File: src/sbs_pkg.sv
`timescale 1ns / 1ps
// ----------------------------------------------------------------------------
// Sorted table binary search package
// Shared sizes, result codes and the command and status bundles that pass
// between the controller and the datapath.
// ----------------------------------------------------------------------------
package sbs_pkg;

	// Table geometry.
	localparam int TABLE_DEPTH = 1024;
	localparam int INDEX_W     = $clog2(TABLE_DEPTH);
	localparam int COUNT_W     = INDEX_W + 1;
	localparam int BOUND_W     = INDEX_W + 2;
	localparam int DATA_W      = 32;

	// Action codes carried by an input word.
	localparam logic ACT_LOAD   = 1'b0;
	localparam logic ACT_SEARCH = 1'b1;

	// Index reported when the key is absent (minus one).
	localparam logic [COUNT_W-1:0] NOT_FOUND_INDEX = '1;

	// Saturated entry count.
	localparam logic [COUNT_W-1:0] MAX_COUNT = COUNT_W'(TABLE_DEPTH);

	// Commands from the controller to the datapath.
	typedef struct packed {
		logic load;        // write the table entry of the accepted word
		logic start;       // capture the key and set the initial bounds
		logic read;        // read the midpoint entry
		logic step_lo;     // key is above the probed entry: low = mid + 1
		logic step_hi;     // key is below the probed entry: high = mid - 1
		logic take_found;  // capture a hit into the output register
		logic take_miss;   // capture a miss into the output register
	} sbs_cmd_t;

	// Status from the datapath to the controller.
	typedef struct packed {
		logic range_empty;
		logic key_eq;
		logic key_lt;
	} sbs_stat_t;

endpackage

File: src/sbs_ctrl.sv
`timescale 1ns / 1ps
// ----------------------------------------------------------------------------
// Binary search controller
// Accepts words, sequences the read and compare of each probe, and owns the
// valid flag of the output register.
// ----------------------------------------------------------------------------
module sbs_ctrl
	import sbs_pkg::*;
(
	input  logic      clk,
	input  logic      arst_n,
	input  logic      in_valid,
	output logic      in_ready,
	input  logic      action,
	output logic      out_valid,
	input  logic      out_ready,
	output sbs_cmd_t  cmd,
	input  sbs_stat_t stat
);

	typedef enum logic [1:0] {
		ST_IDLE,
		ST_PROBE,
		ST_COMPARE
	} state_t;

	state_t state_q;
	logic   out_valid_q;
	logic   in_fire;
	logic   slot_free;

	assign in_ready  = (state_q == ST_IDLE);
	assign in_fire   = in_valid && in_ready;
	assign out_valid = out_valid_q;

	// The output register can take a result when empty or being drained.
	assign slot_free = !out_valid_q || out_ready;

	// Command decode.
	always_comb begin
		cmd = '0;
		unique case (state_q)
			ST_IDLE: begin
				cmd.load  = in_fire && (action == ACT_LOAD);
				cmd.start = in_fire && (action == ACT_SEARCH);
			end
			ST_PROBE: begin
				cmd.take_miss = stat.range_empty && slot_free;
				cmd.read      = !stat.range_empty;
			end
			ST_COMPARE: begin
				cmd.take_found = stat.key_eq && slot_free;
				cmd.step_hi    = !stat.key_eq && stat.key_lt;
				cmd.step_lo    = !stat.key_eq && !stat.key_lt;
			end
			default: begin
				cmd = '0;
			end
		endcase
	end

	// State and output valid flag.
	always_ff @(posedge clk or negedge arst_n) begin
		if (!arst_n) begin
			state_q     <= ST_IDLE;
			out_valid_q <= 1'b0;
		end else begin
			if (cmd.take_found || cmd.take_miss) begin
				out_valid_q <= 1'b1;
			end else if (out_ready) begin
				out_valid_q <= 1'b0;
			end

			unique case (state_q)
				ST_IDLE: begin
					if (cmd.start) begin
						state_q <= ST_PROBE;
					end
				end
				ST_PROBE: begin
					if (cmd.read) begin
						state_q <= ST_COMPARE;
					end else if (cmd.take_miss) begin
						state_q <= ST_IDLE;
					end
				end
				ST_COMPARE: begin
					if (cmd.take_found) begin
						state_q <= ST_IDLE;
					end else if (cmd.step_lo || cmd.step_hi) begin
						state_q <= ST_PROBE;
					end
				end
				default: begin
					state_q <= ST_IDLE;
				end
			endcase
		end
	end

endmodule

File: config.mk
export PLATFORM = sky130hd
export DESIGN_NAME = sbs_ctrl
export DESIGN_NICKNAME = d
export VERILOG_FILES = /design/src/sbs_pkg.sv /design/src/sbs_ctrl.sv
export SDC_FILE = /design/constraint.sdc
export NUM_CORES = 1
export LEC_CHECK = 0
export ABC_CLOCK_PERIOD_IN_PS = 1200
export BUFFER_PORTS_ARGS = -buffer_cell sky130_fd_sc_hd__buf_2
export CAP_MARGIN = 40
export CORE_AREA = 3 3 40 42
export CTS_CLUSTER_DIAMETER = 150
export DETAILED_ROUTE_END_ITERATION = 10
export DIE_AREA = 0 0 43 45
export PLACE_DENSITY_LB_ADDON = 0.25
export REMOVE_ABC_BUFFERS = 1
export SETUP_SLACK_MARGIN = 0.3
export SYNTH_ARGS = -nofsm -noshare
export SYNTH_HDL_FRONTEND = slang
export SYNTH_SLANG_ARGS = --single-unit
File: constraint.sdc
create_clock -name clk -period 1.2 [get_ports clk]
set_clock_uncertainty 0.05 [all_clocks]
set_input_delay 0.12 -clock clk [delete_from_list [all_inputs] [get_ports clk]]
set_output_delay 0.12 -clock clk [all_outputs]
set_load 0.05 [all_outputs]
==> implementation parameters, run 1 <==
Parameter                              Value

Synthesis
  FF+latch count, synth ... 3
  Cell type with the largest total area after synthesis ... dfrtp_1
  Sequential-to-total area share from yosys stat ... 37.97%
  Per-instance average area after synthesis ... roughly 9 µm²
  Number of distinct library cells after synthesis ... 16
  Top cells by area in the synthesized netlist ... dfrtp_1 (38%), nor2_1 (7.6%), buf_6 (5.7%), nand4bb_1 (5.7%), nor4b_1 (4.4%)
  Warnings from Yosys ... 0
  Area share of the leading cell type in the synthesized netlist ... a little under two fifths
  Mapped cell area ... 197.7 µm²
  Cell count after synthesis ... 22

STA
  Final-report max-slew violation count ... 0
  Worst-case headroom to the max-slew limit ... ~84%
  Top achievable clock speed ... 689.2 MHz
  Accumulated negative setup slack ... -1.482 ns
  Tightest Pin Transition ... 0.2426 ns
  Fin Hold WS ... 0.1688 ns
  Unrepaired setup endpoints after global routing ... yes
  Period Utilization, post-route ... 120.9%
  Total count of hold-check failures in the final report ... 0
  Min setup slack post-route ... -0.2511 ns
  Final critical-path required period ... 1.451 ns
  Setup violations, final ... 11

Drt
  DRC marker count from the first detailed-route iteration ... 2
  Number of vias after detailed routing ... 265
  Drt wl/cell ... 10.88 µm
  Total routed wirelength ... 707 µm
  Average vias per placed instance ... just over 4
  Number of remaining DRC errors ... 0
  Detailed-router iteration count before antenna repair ... 2
  DRT antenna net count ... 0

Floorplanning
  Top Ports ... 17
  Standard-cell rows ... 13
  Y dimension of the die ... 45 µm
  Core Region ... 1285 µm²
  Die Outline Area ... 1935 µm²
  Effective utilization at floorplan ... 15.38%
  Die X-Extent ... about 43 µm

CTS
  Maximum clock path buffer count ... 2
  Clock tree root driver cell ... clkbuf_4
  Clock-pin slew of the registers on the worst-case setup and hold paths ... ~0.040 ns
  Insertion delay of the later-clocked pin in the worst-skew pair ... 0.23 ns
  Number of sinks handled by clock tree synthesis ... 3
  H-tree depth ... 1
  Number of buffers inserted during clock tree synthesis ... 3
  Clock tree from TritonCTS ... built

Power and ir drop
  Maximum ir drop on the vdd rail ... 340.1 µV
  Power density of the placed cells ... 1162 nW/µm²
  Total power consumption of the routed design ... a little under 0.6 mW
  Leakage power ... 0.2404 nW

Setup path
  Worst Path Class, Setup ... reg2out
  Startpoint class of the critical path ... flop
  Crit path required time ... 1.03 ns
  Highest fanout seen on the critical path ... 3
  Kind of end point of the critical path ... output port
  Worst Path Arrival ... 1.28 ns

Final layout
  Fill count ... 133
  Area growth from synthesis to layout ... 153.2%
  Top library cells by usage in the layout, fill and taps aside ... buf_6 (8), buf_4 (8), buf_2 (7)
  Antenna diode count ... 0
  Share of final-layout standard cells stronger than drive strength 1 ... 70.00%
  Nets ... 59
  Total non-filler cell area in the finished layout ... 500.5 µm²

Global routing
  Initial antenna violation count ... 0
  Global-route usage over all layers ... 8.083%
  Total overflow reported by the global router ... 0
  Largest net degree at the start of global routing ... 7
  First-pass GRT wire length ... 1.166 mm
  Number of global-route vias before repair ... 306

Hold path
  Worst min-delay path category ... in2async

Placement
  Number of buffers added on ports ... 16
  RePlAce Congestion ... between 0.6 and 0.7
  Dpl hpwl ... between 400 and 500 µm
  Instance area after placement ... 330.3 µm²

Outcome
  Status ... finished with violations
  Violated checks ... negative setup slack

Run
  Number of violations of the max-capacitance limit ... 0
==> state kept, by name, indices dropped and copies added, names as in the netlist <==
name / cells
state_q: 2
out_valid: 1
==> layout make-up <==
cell class | count | area, µm² | area share (%)
sequential | 3 | 75.07 | 15.00
inverter | 2 | 7.507 | 1.500
clock buffer | 4 | 26.28 | 5.250
timing repair buffer | 25 | 210.2 | 42.00
tap | 15 | 18.77 | 3.750
multi-input combinational | 16 | 162.7 | 32.50
==> worst paths after layout <==
check	cells past startpoint	endpoint	slack, ns	startpoint
worst max-delay path	3	cmd[2]	-0.25	state_q[0]
worst max register to register	5	state_q[0]	-0.06	state_q[0]
worst min register to register	2	out_valid	0.57	out_valid
min in group clk	3	state_q[1]	0.19	stat[2]
max in group asynchronous	2	state_q[1]	0.82	arst_n
worst min-delay path	2	state_q[0]	0.17	arst_n
==> worst max-delay path, cell delays in order (launching register included) <==
cell	delay (ns)
dfrtp_1	0.37
or3b_4	0.42
nor2_4	0.11
buf_8	0.15
==> power by group <==
group	leakage, nW	internal (mW)	switching, mW
logic	0.186	0.120	0.165
registers	0.0395	0.115	0.00958
clock network	0.0150	0.124	0.0481
==> repair_timing <==
action | CTS | global route
setup endpoints to repair | 12 | 12
setup buffers | 1 | 1
pin swaps | 6 | 3
resized for setup | 26 | 6
hold endpoints to repair | 3 | 0
hold buffers | 1 | 0
==> metal layers <==
metal	GRT usage (%)	wire length (µm)
met1	8.937	281
met2	12.57	364
met3	3.586	61
met4	5.422	0
met5	0	0
==> synthesized netlist by cell type, drive strengths merged <==
cell type  count
buf            1
dfrtp          3
inv            2
nand2          1
nand2b         1
nand3b         1
nand4bb        1
nor2           4
nor2b          1
nor3           1
nor3b          1
nor4b          1
o211ai         1
o21bai         1
o311ai         1
or3b           1
==> kinds of logic after synthesis <==
group           synth area share, %
flops                         37.97
buf+inv                       9.495
simple gates                  40.51
compound gates                12.03
==> through the flow <==
step / utilization [%] / instances / setup WS [ns]
floorplan: - / 21 / -1.093
global placement: 25.71 / 58 / -0.07506
detailed placement: 25.71 / 58 / -0.09325
CTS: 36.12 / 64 / -0.2699
global route: 38.95 / 65 / -0.3112
finish: 38.95 / 65 / -0.2511
No activity file was read; power rests on OpenSTA's default activity.
==> run 2: changes to the inputs <==
--- a/config.mk
+++ b/config.mk
@@ -6,12 +6,12 @@
 export NUM_CORES = 1
 export LEC_CHECK = 0
 export ABC_CLOCK_PERIOD_IN_PS = 1200
-export BUFFER_PORTS_ARGS = -buffer_cell sky130_fd_sc_hd__buf_2
 export CAP_MARGIN = 40
 export CORE_AREA = 3 3 40 42
 export CTS_CLUSTER_DIAMETER = 150
 export DETAILED_ROUTE_END_ITERATION = 10
 export DIE_AREA = 0 0 43 45
+export DONT_BUFFER_PORTS = 1
 export PLACE_DENSITY_LB_ADDON = 0.25
 export REMOVE_ABC_BUFFERS = 1
 export SETUP_SLACK_MARGIN = 0.3
==> implementation parameters, run 2 (synthesis gave the netlist of run 1 again) <==
Parameter                              Value

Drt
  Average vias per placed instance ... around 4.3
  Number of remaining DRC errors ... 0
  DRC marker count from the first detailed-route iteration ... 1
  Drt wl/cell ... 11.45 µm
  DRT antenna net count ... 0
  Detailed-router iteration count before antenna repair ... 2
  Number of vias after detailed routing ... between 200 and 250
  Total routed wirelength ... 664 µm

Floorplanning
  Die Outline Area ... about 1900 µm²
  Core Region ... 1285 µm²
  Die X-Extent ... 43 µm
  Top Ports ... 17
  Effective utilization at floorplan ... approximately 15%
  Y dimension of the die ... 45 µm
  Standard-cell rows ... 13

Setup path
  Bufs and invs on worst path ... 1
  CP cell instances ... or3b_4 -> nor2_4 -> buf_8
  Number of cells on the critical path ... 3
  Worst Path Class, Setup ... reg2out
  Worst R2R Path Depth ... 5
  Highest fanout seen on the critical path ... 3
  Crit path required time ... 1.03 ns
  Largest delay share family, worst path ... simple AND/OR/NAND/NOR gates
  Reg-to-Reg Start ... state_q[0]
  Kind of end point of the critical path ... output port
  First element of the critical path ... state_q[0]
  Delay of the slowest cell on the worst path ... 0.44 ns
  Worst Path Arrival ... 1.31 ns
  Slowest stage cell, crit path ... or3b_4
  Startpoint class of the critical path ... flop

Global routing
  First-pass GRT wire length ... 1.028 mm
  Initial antenna violation count ... 0
  Number of global-route vias before repair ... about 260
  Total overflow reported by the global router ... 0
  Global-route usage over all layers ... under 10%
  Largest net degree at the start of global routing ... 9

Final layout
  Share of final-layout standard cells stronger than drive strength 1 ... 74.42%
  Total non-filler cell area in the finished layout ... 494.2 µm²
  Top library cells by usage in the layout, fill and taps aside ... buf_6 (7), buf_4 (7), nor2_4 (3), clkbuf_4 (3), dfrtp_1 (3)
  Nets ... 52
  Max reg flops ... 2
  Area growth from synthesis to layout ... 150.0%
  Antenna diode count ... 0
  Register ranked first by flip-flop count ... state_q
  Final standard cell count with taps included and fillers excluded ... 58

Hold path
  Beginning of the worst hold path ... stat[2]
  Instance count along the most critical hold path ... 2
  Worst min-delay path category ... in2reg

Placement
  Number of placed instances with taps included ... 48
  Instance area after placement ... approximately 320 µm²
  RePlAce Congestion ... slightly below 0.7
  Number of buffers added on ports ... 0
  Setup Slack @ Placement ... -0.05581 ns

STA
  Min setup slack post-route ... -0.2777 ns
  Fin Hold WS ... 0.05141 ns
  Tightest Pin Transition ... 0.2540 ns
  Period Utilization, post-route ... 123.1%
  Unrepaired setup endpoints after global routing ... yes
  Worst-case headroom to the max-slew limit ... 82.80%
  Top achievable clock speed ... 676.7 MHz
  Setup violations, final ... 10
  Final critical-path required period ... 1.478 ns
  Final-report max-slew violation count ... 0
  Total count of hold-check failures in the final report ... 0

CTS
  Clock tree from TritonCTS ... built
  Clock tree root driver cell ... clkbuf_4
  Insertion delay of the later-clocked pin in the worst-skew pair ... 0.23 ns
  H-tree depth ... 1
  Number of sinks handled by clock tree synthesis ... 3
  Clock-pin slew of the registers on the worst-case setup and hold paths ... 0.04 ns
  Maximum clock path buffer count ... 2
  Number of buffers inserted during clock tree synthesis ... 3

Outcome
  Violated checks ... negative setup slack
  Status ... finished with violations

Run
  Number of violations of the max-capacitance limit ... 0

Power and ir drop
  Leakage power ... 0.2146 nW
  Maximum ir drop on the vdd rail ... 384.8 µV
  Power density of the placed cells ... 1197 nW/µm²
-- run 2: final timing paths --
path                              end  slack [ns]
max in group asynchronous  state_q[0]        0.86
setup reg to reg           state_q[1]       -0.05
hold reg to reg             out_valid        0.61
hold / removal              out_valid        0.05
setup / recovery               cmd[2]       -0.28
min in group asynchronous  state_q[1]        0.09
-- run 2: where the power goes --
part,internal [mW],switching (mW)
Clock,0.125,0.0535
Combinational,0.131,0.157
Sequential,0.115,0.00997
-- run 2: layer usage --
layer  routed length, µm  GRT usage, %  up-vias
li1                    -             -      119
met1                 254         7.729      115
met2                 325         10.78       11
met3                  68         3.984        4
met4                  16         7.229        0
met5                   0             0        -
-- run 2: worst reg2reg max path, cell delays in order (launching register included) --
cell      delay [ns]
dfrtp_1         0.38
buf_4           0.17
nand3b_1        0.19
buf_4           0.15
buf_4           0.12
o21bai_1        0.11
-- run 2: through the flow --
stage	TNS, ns	power (mW)	util (%)
4_1_cts	-1.406	0.5610	33.01
3_3_place_gp	-0.05555	0.3370	24.83
3_5_place_dp	-0.1058	0.3376	24.83
2_1_floorplan	-4.746	0.2591	-
6_report	-1.535	0.5914	38.46
5_1_grt	-1.981	0.6178	38.46
-- run 2: layout make-up --
type	count	area, µm²
Clock buffer	4	26.28
Tap cell	15	18.77
Inverter	2	7.507
Multi-Input combinational cell	16	175.2
Sequential cell	3	75.07
Fill cell	128	790.8
Timing Repair Buffer	18	191.4
-- run 2: repair_timing --
item | in CTS | in global routing
endpoints found under the hold margin | 3 | 0
buffers inserted | 2 | 3
pin swaps | 7 | 5
resized for setup | 15 | 10
endpoints found under the setup margin | 12 | 12
hold buffers | 1 | 0
==> run 3: changes to the inputs <==
--- a/config.mk
+++ b/config.mk
@@ -5,7 +5,7 @@
 export SDC_FILE = /design/constraint.sdc
 export NUM_CORES = 1
 export LEC_CHECK = 0
-export ABC_CLOCK_PERIOD_IN_PS = 1200
+export ABC_CLOCK_PERIOD_IN_PS = 1900
 export CAP_MARGIN = 40
 export CORE_AREA = 3 3 40 42
 export CTS_CLUSTER_DIAMETER = 150
@@ -15,6 +15,8 @@
 export PLACE_DENSITY_LB_ADDON = 0.25
 export REMOVE_ABC_BUFFERS = 1
 export SETUP_SLACK_MARGIN = 0.3
+export SKIP_CTS_REPAIR_TIMING = 1
+export SLEW_MARGIN = 20
 export SYNTH_ARGS = -nofsm -noshare
 export SYNTH_HDL_FRONTEND = slang
 export SYNTH_SLANG_ARGS = --single-unit
==> constraint.sdc (replaced) <==
create_clock -name clk -period 1.9 [get_ports clk]
set_clock_uncertainty 0.05 [all_clocks]
set_input_delay 0.19 -clock clk [delete_from_list [all_inputs] [get_ports clk]]
set_output_delay 0.19 -clock clk [all_outputs]
set_load 0.05 [all_outputs]
==> implementation parameters, run 3 (synthesis gave the netlist of run 1 again) <==
Parameter                              Value

Outcome
  Status ... completed

Setup path
  Kind of end point of the critical path ... output port
  Slowest stage cell, crit path ... or3b_4
  Worst Path Arrival ... 1.33 ns
  Worst Path Class, Setup ... reg2out
  Worst R2R Path Depth ... 4
  Register-to-Register Setup Slack ... 0.68 ns
  Crit path required time ... 1.66 ns
  CP cell instances ... or3b_4 -> nor2_4 -> buf_6
  Reg-to-Reg Start ... state_q[1]
  Startpoint class of the critical path ... flop
  Highest fanout seen on the critical path ... 7
  Endpoint of the worst-slack reg-to-reg timing path ... state_q[1]
  Delay of the slowest cell on the worst path ... 0.44 ns

Global routing
  Largest net degree at the start of global routing ... 10
  Total overflow reported by the global router ... 0
  Number of global-route vias before repair ... 208
  Global-route usage over all layers ... 7.101%
  Initial antenna violation count ... 0
  First-pass GRT wire length ... 979 µm

CTS
  H-tree depth ... 1
  Clock tree from TritonCTS ... built
  Number of sinks handled by clock tree synthesis ... 3
  Insertion delay of the later-clocked pin in the worst-skew pair ... 0.23 ns
  Number of buffers inserted during clock tree synthesis ... 3
  Maximum clock path buffer count ... 2
  Clock tree root driver cell ... clkbuf_4
  Clock-pin slew of the registers on the worst-case setup and hold paths ... 0.04 ns

STA
  Top achievable clock speed ... 638.8 MHz
  Period Utilization, post-route ... between 80% and 90%
  Worst-case headroom to the max-slew limit ... between 70 and 80%
  Tightest Pin Transition ... 0.4212 ns
  Setup violations, final ... 0
  Final-report max-slew violation count ... 0
  Unrepaired setup endpoints after global routing ... yes
  Final critical-path required period ... 1.565 ns
  Total count of hold-check failures in the final report ... 0

Final layout
  Commonest non-fill, non-tap cell in the layout ... buf_4
  Final standard cell count with taps included and fillers excluded ... 54
  Register ranked first by flip-flop count ... state_q
  Antenna diode count ... 0
  Area growth from synthesis to layout ... 91.14%
  Top library cells by usage in the layout, fill and taps aside ... buf_4 (11), clkbuf_4 (3)
  Share of final-layout standard cells stronger than drive strength 1 ... 58.97%
  Nets ... 48
  Max reg flops ... 2
  Total non-filler cell area in the finished layout ... 377.9 µm²

Drt
  Detailed-router iteration count before antenna repair ... 1
  Total routed wirelength ... roughly 610 µm
  DRC marker count from the first detailed-route iteration ... 0
  Drt wl/cell ... 11.31 µm
  DRT antenna net count ... 0
  Average vias per placed instance ... 4.241
  Number of vias after detailed routing ... approximately 230
  Number of remaining DRC errors ... 0

Floorplanning
  Standard-cell rows ... 13
  Core Region ... roughly 1300 µm²
  Y dimension of the die ... around 45 µm
  Effective utilization at floorplan ... approximately 15%
  Die Outline Area ... ~1900 µm²
  Die X-Extent ... 43 µm
  Top Ports ... 17

Hold path
  Worst min-delay path category ... in2reg
  Instance count along the most critical hold path ... 2
  Beginning of the worst hold path ... stat[2]
  Hold path endpoint ... out_valid

Placement
  Instance area after placement ... 276.5 µm²
  Number of placed instances with taps included ... 44
  RePlAce Congestion ... just over 0.7
  Number of buffers added on ports ... 0

Power and ir drop
  Leakage power ... about 0.18 nW
  Maximum ir drop on the vdd rail ... roughly 440 µV
  Power density of the placed cells ... 870.1 nW/µm²

Run
  Number of violations of the max-capacitance limit ... 0
==> run 3: cell types whose count changed in the layout (fill, tap and decap cells not counted), sizes merged <==
cell | previous run | this run
buf | 17 | 13
==> run 3: layer usage <==
metal  vias to the layer above  share of wire (%)  GRT usage [%]
li1                        114                  -              -
met1                       104                 37          8.029
met2                        11                 47          9.281
met3                         0                 15          8.367
met4                         0                  0              0
met5                         -                  0              0
==> run 3: area by class of cell <==
| class | instances | area (µm²) |
|---|---|---|
| Clock buffer | 4 | 26.28 |
| Inverter | 2 | 7.507 |
| Sequential cell | 3 | 77.57 |
| Multi-Input combinational cell | 16 | 132.6 |
| Fill cell | 140 | 907.1 |
| Tap cell | 15 | 18.77 |
| Timing Repair Buffer | 14 | 115.1 |
==> run 3: where the power goes <==
group | switching (mW) | total [mW] | leakage (nW) | internal [mW]
combinational | 0.0851 | 0.134 | 0.124 | 0.0494
clock | 0.0334 | 0.112 | 0.0150 | 0.0787
sequential | 0.00870 | 0.0822 | 0.0366 | 0.0735
==> run 3: how the worst max path moves through the flow <==
stage	startpoint	end	slack, ns	cells after the start
after CTS	state_q[1]	cmd[3]	0.16	3
after global routing	state_q[1]	cmd[3]	0.29	3
after detailed placement	state_q[1]	cmd[3]	0.42	3
after global placement	state_q[1]	cmd[2]	0.47	3
after floorplan	state_q[1]	cmd[6]	-0.46	1
final	state_q[1]	cmd[3]	0.33	3
==> run 3: worst max-delay path, delay by kind of cell, from the launching register on <==
kind | cells | cell delay (ns)
AND/OR/NAND/NOR | 2 | 0.54
buffers and inverters | 1 | 0.16
flip-flops | 1 | 0.40
==> run 3: stage by stage <==
| step | setup TNS [ns] | util [%] | setup slack (ns) | hold slack, ns | power (mW) |
|---|---|---|---|---|---|
| floorplan | -0.7806 | - | -0.4626 | -0.1556 | 0.1636 |
| finish | 0 | 29.41 | 0.3347 | 0.1418 | 0.3288 |
| global placement | 0 | 21.52 | 0.4676 | -0.1555 | 0.1957 |
| global route | 0 | 29.41 | 0.2867 | 0.1477 | 0.3523 |
| detailed placement | 0 | 21.52 | 0.4206 | -0.1555 | 0.1962 |
| CTS | 0 | 23.56 | 0.1636 | -0.4062 | 0.3137 |
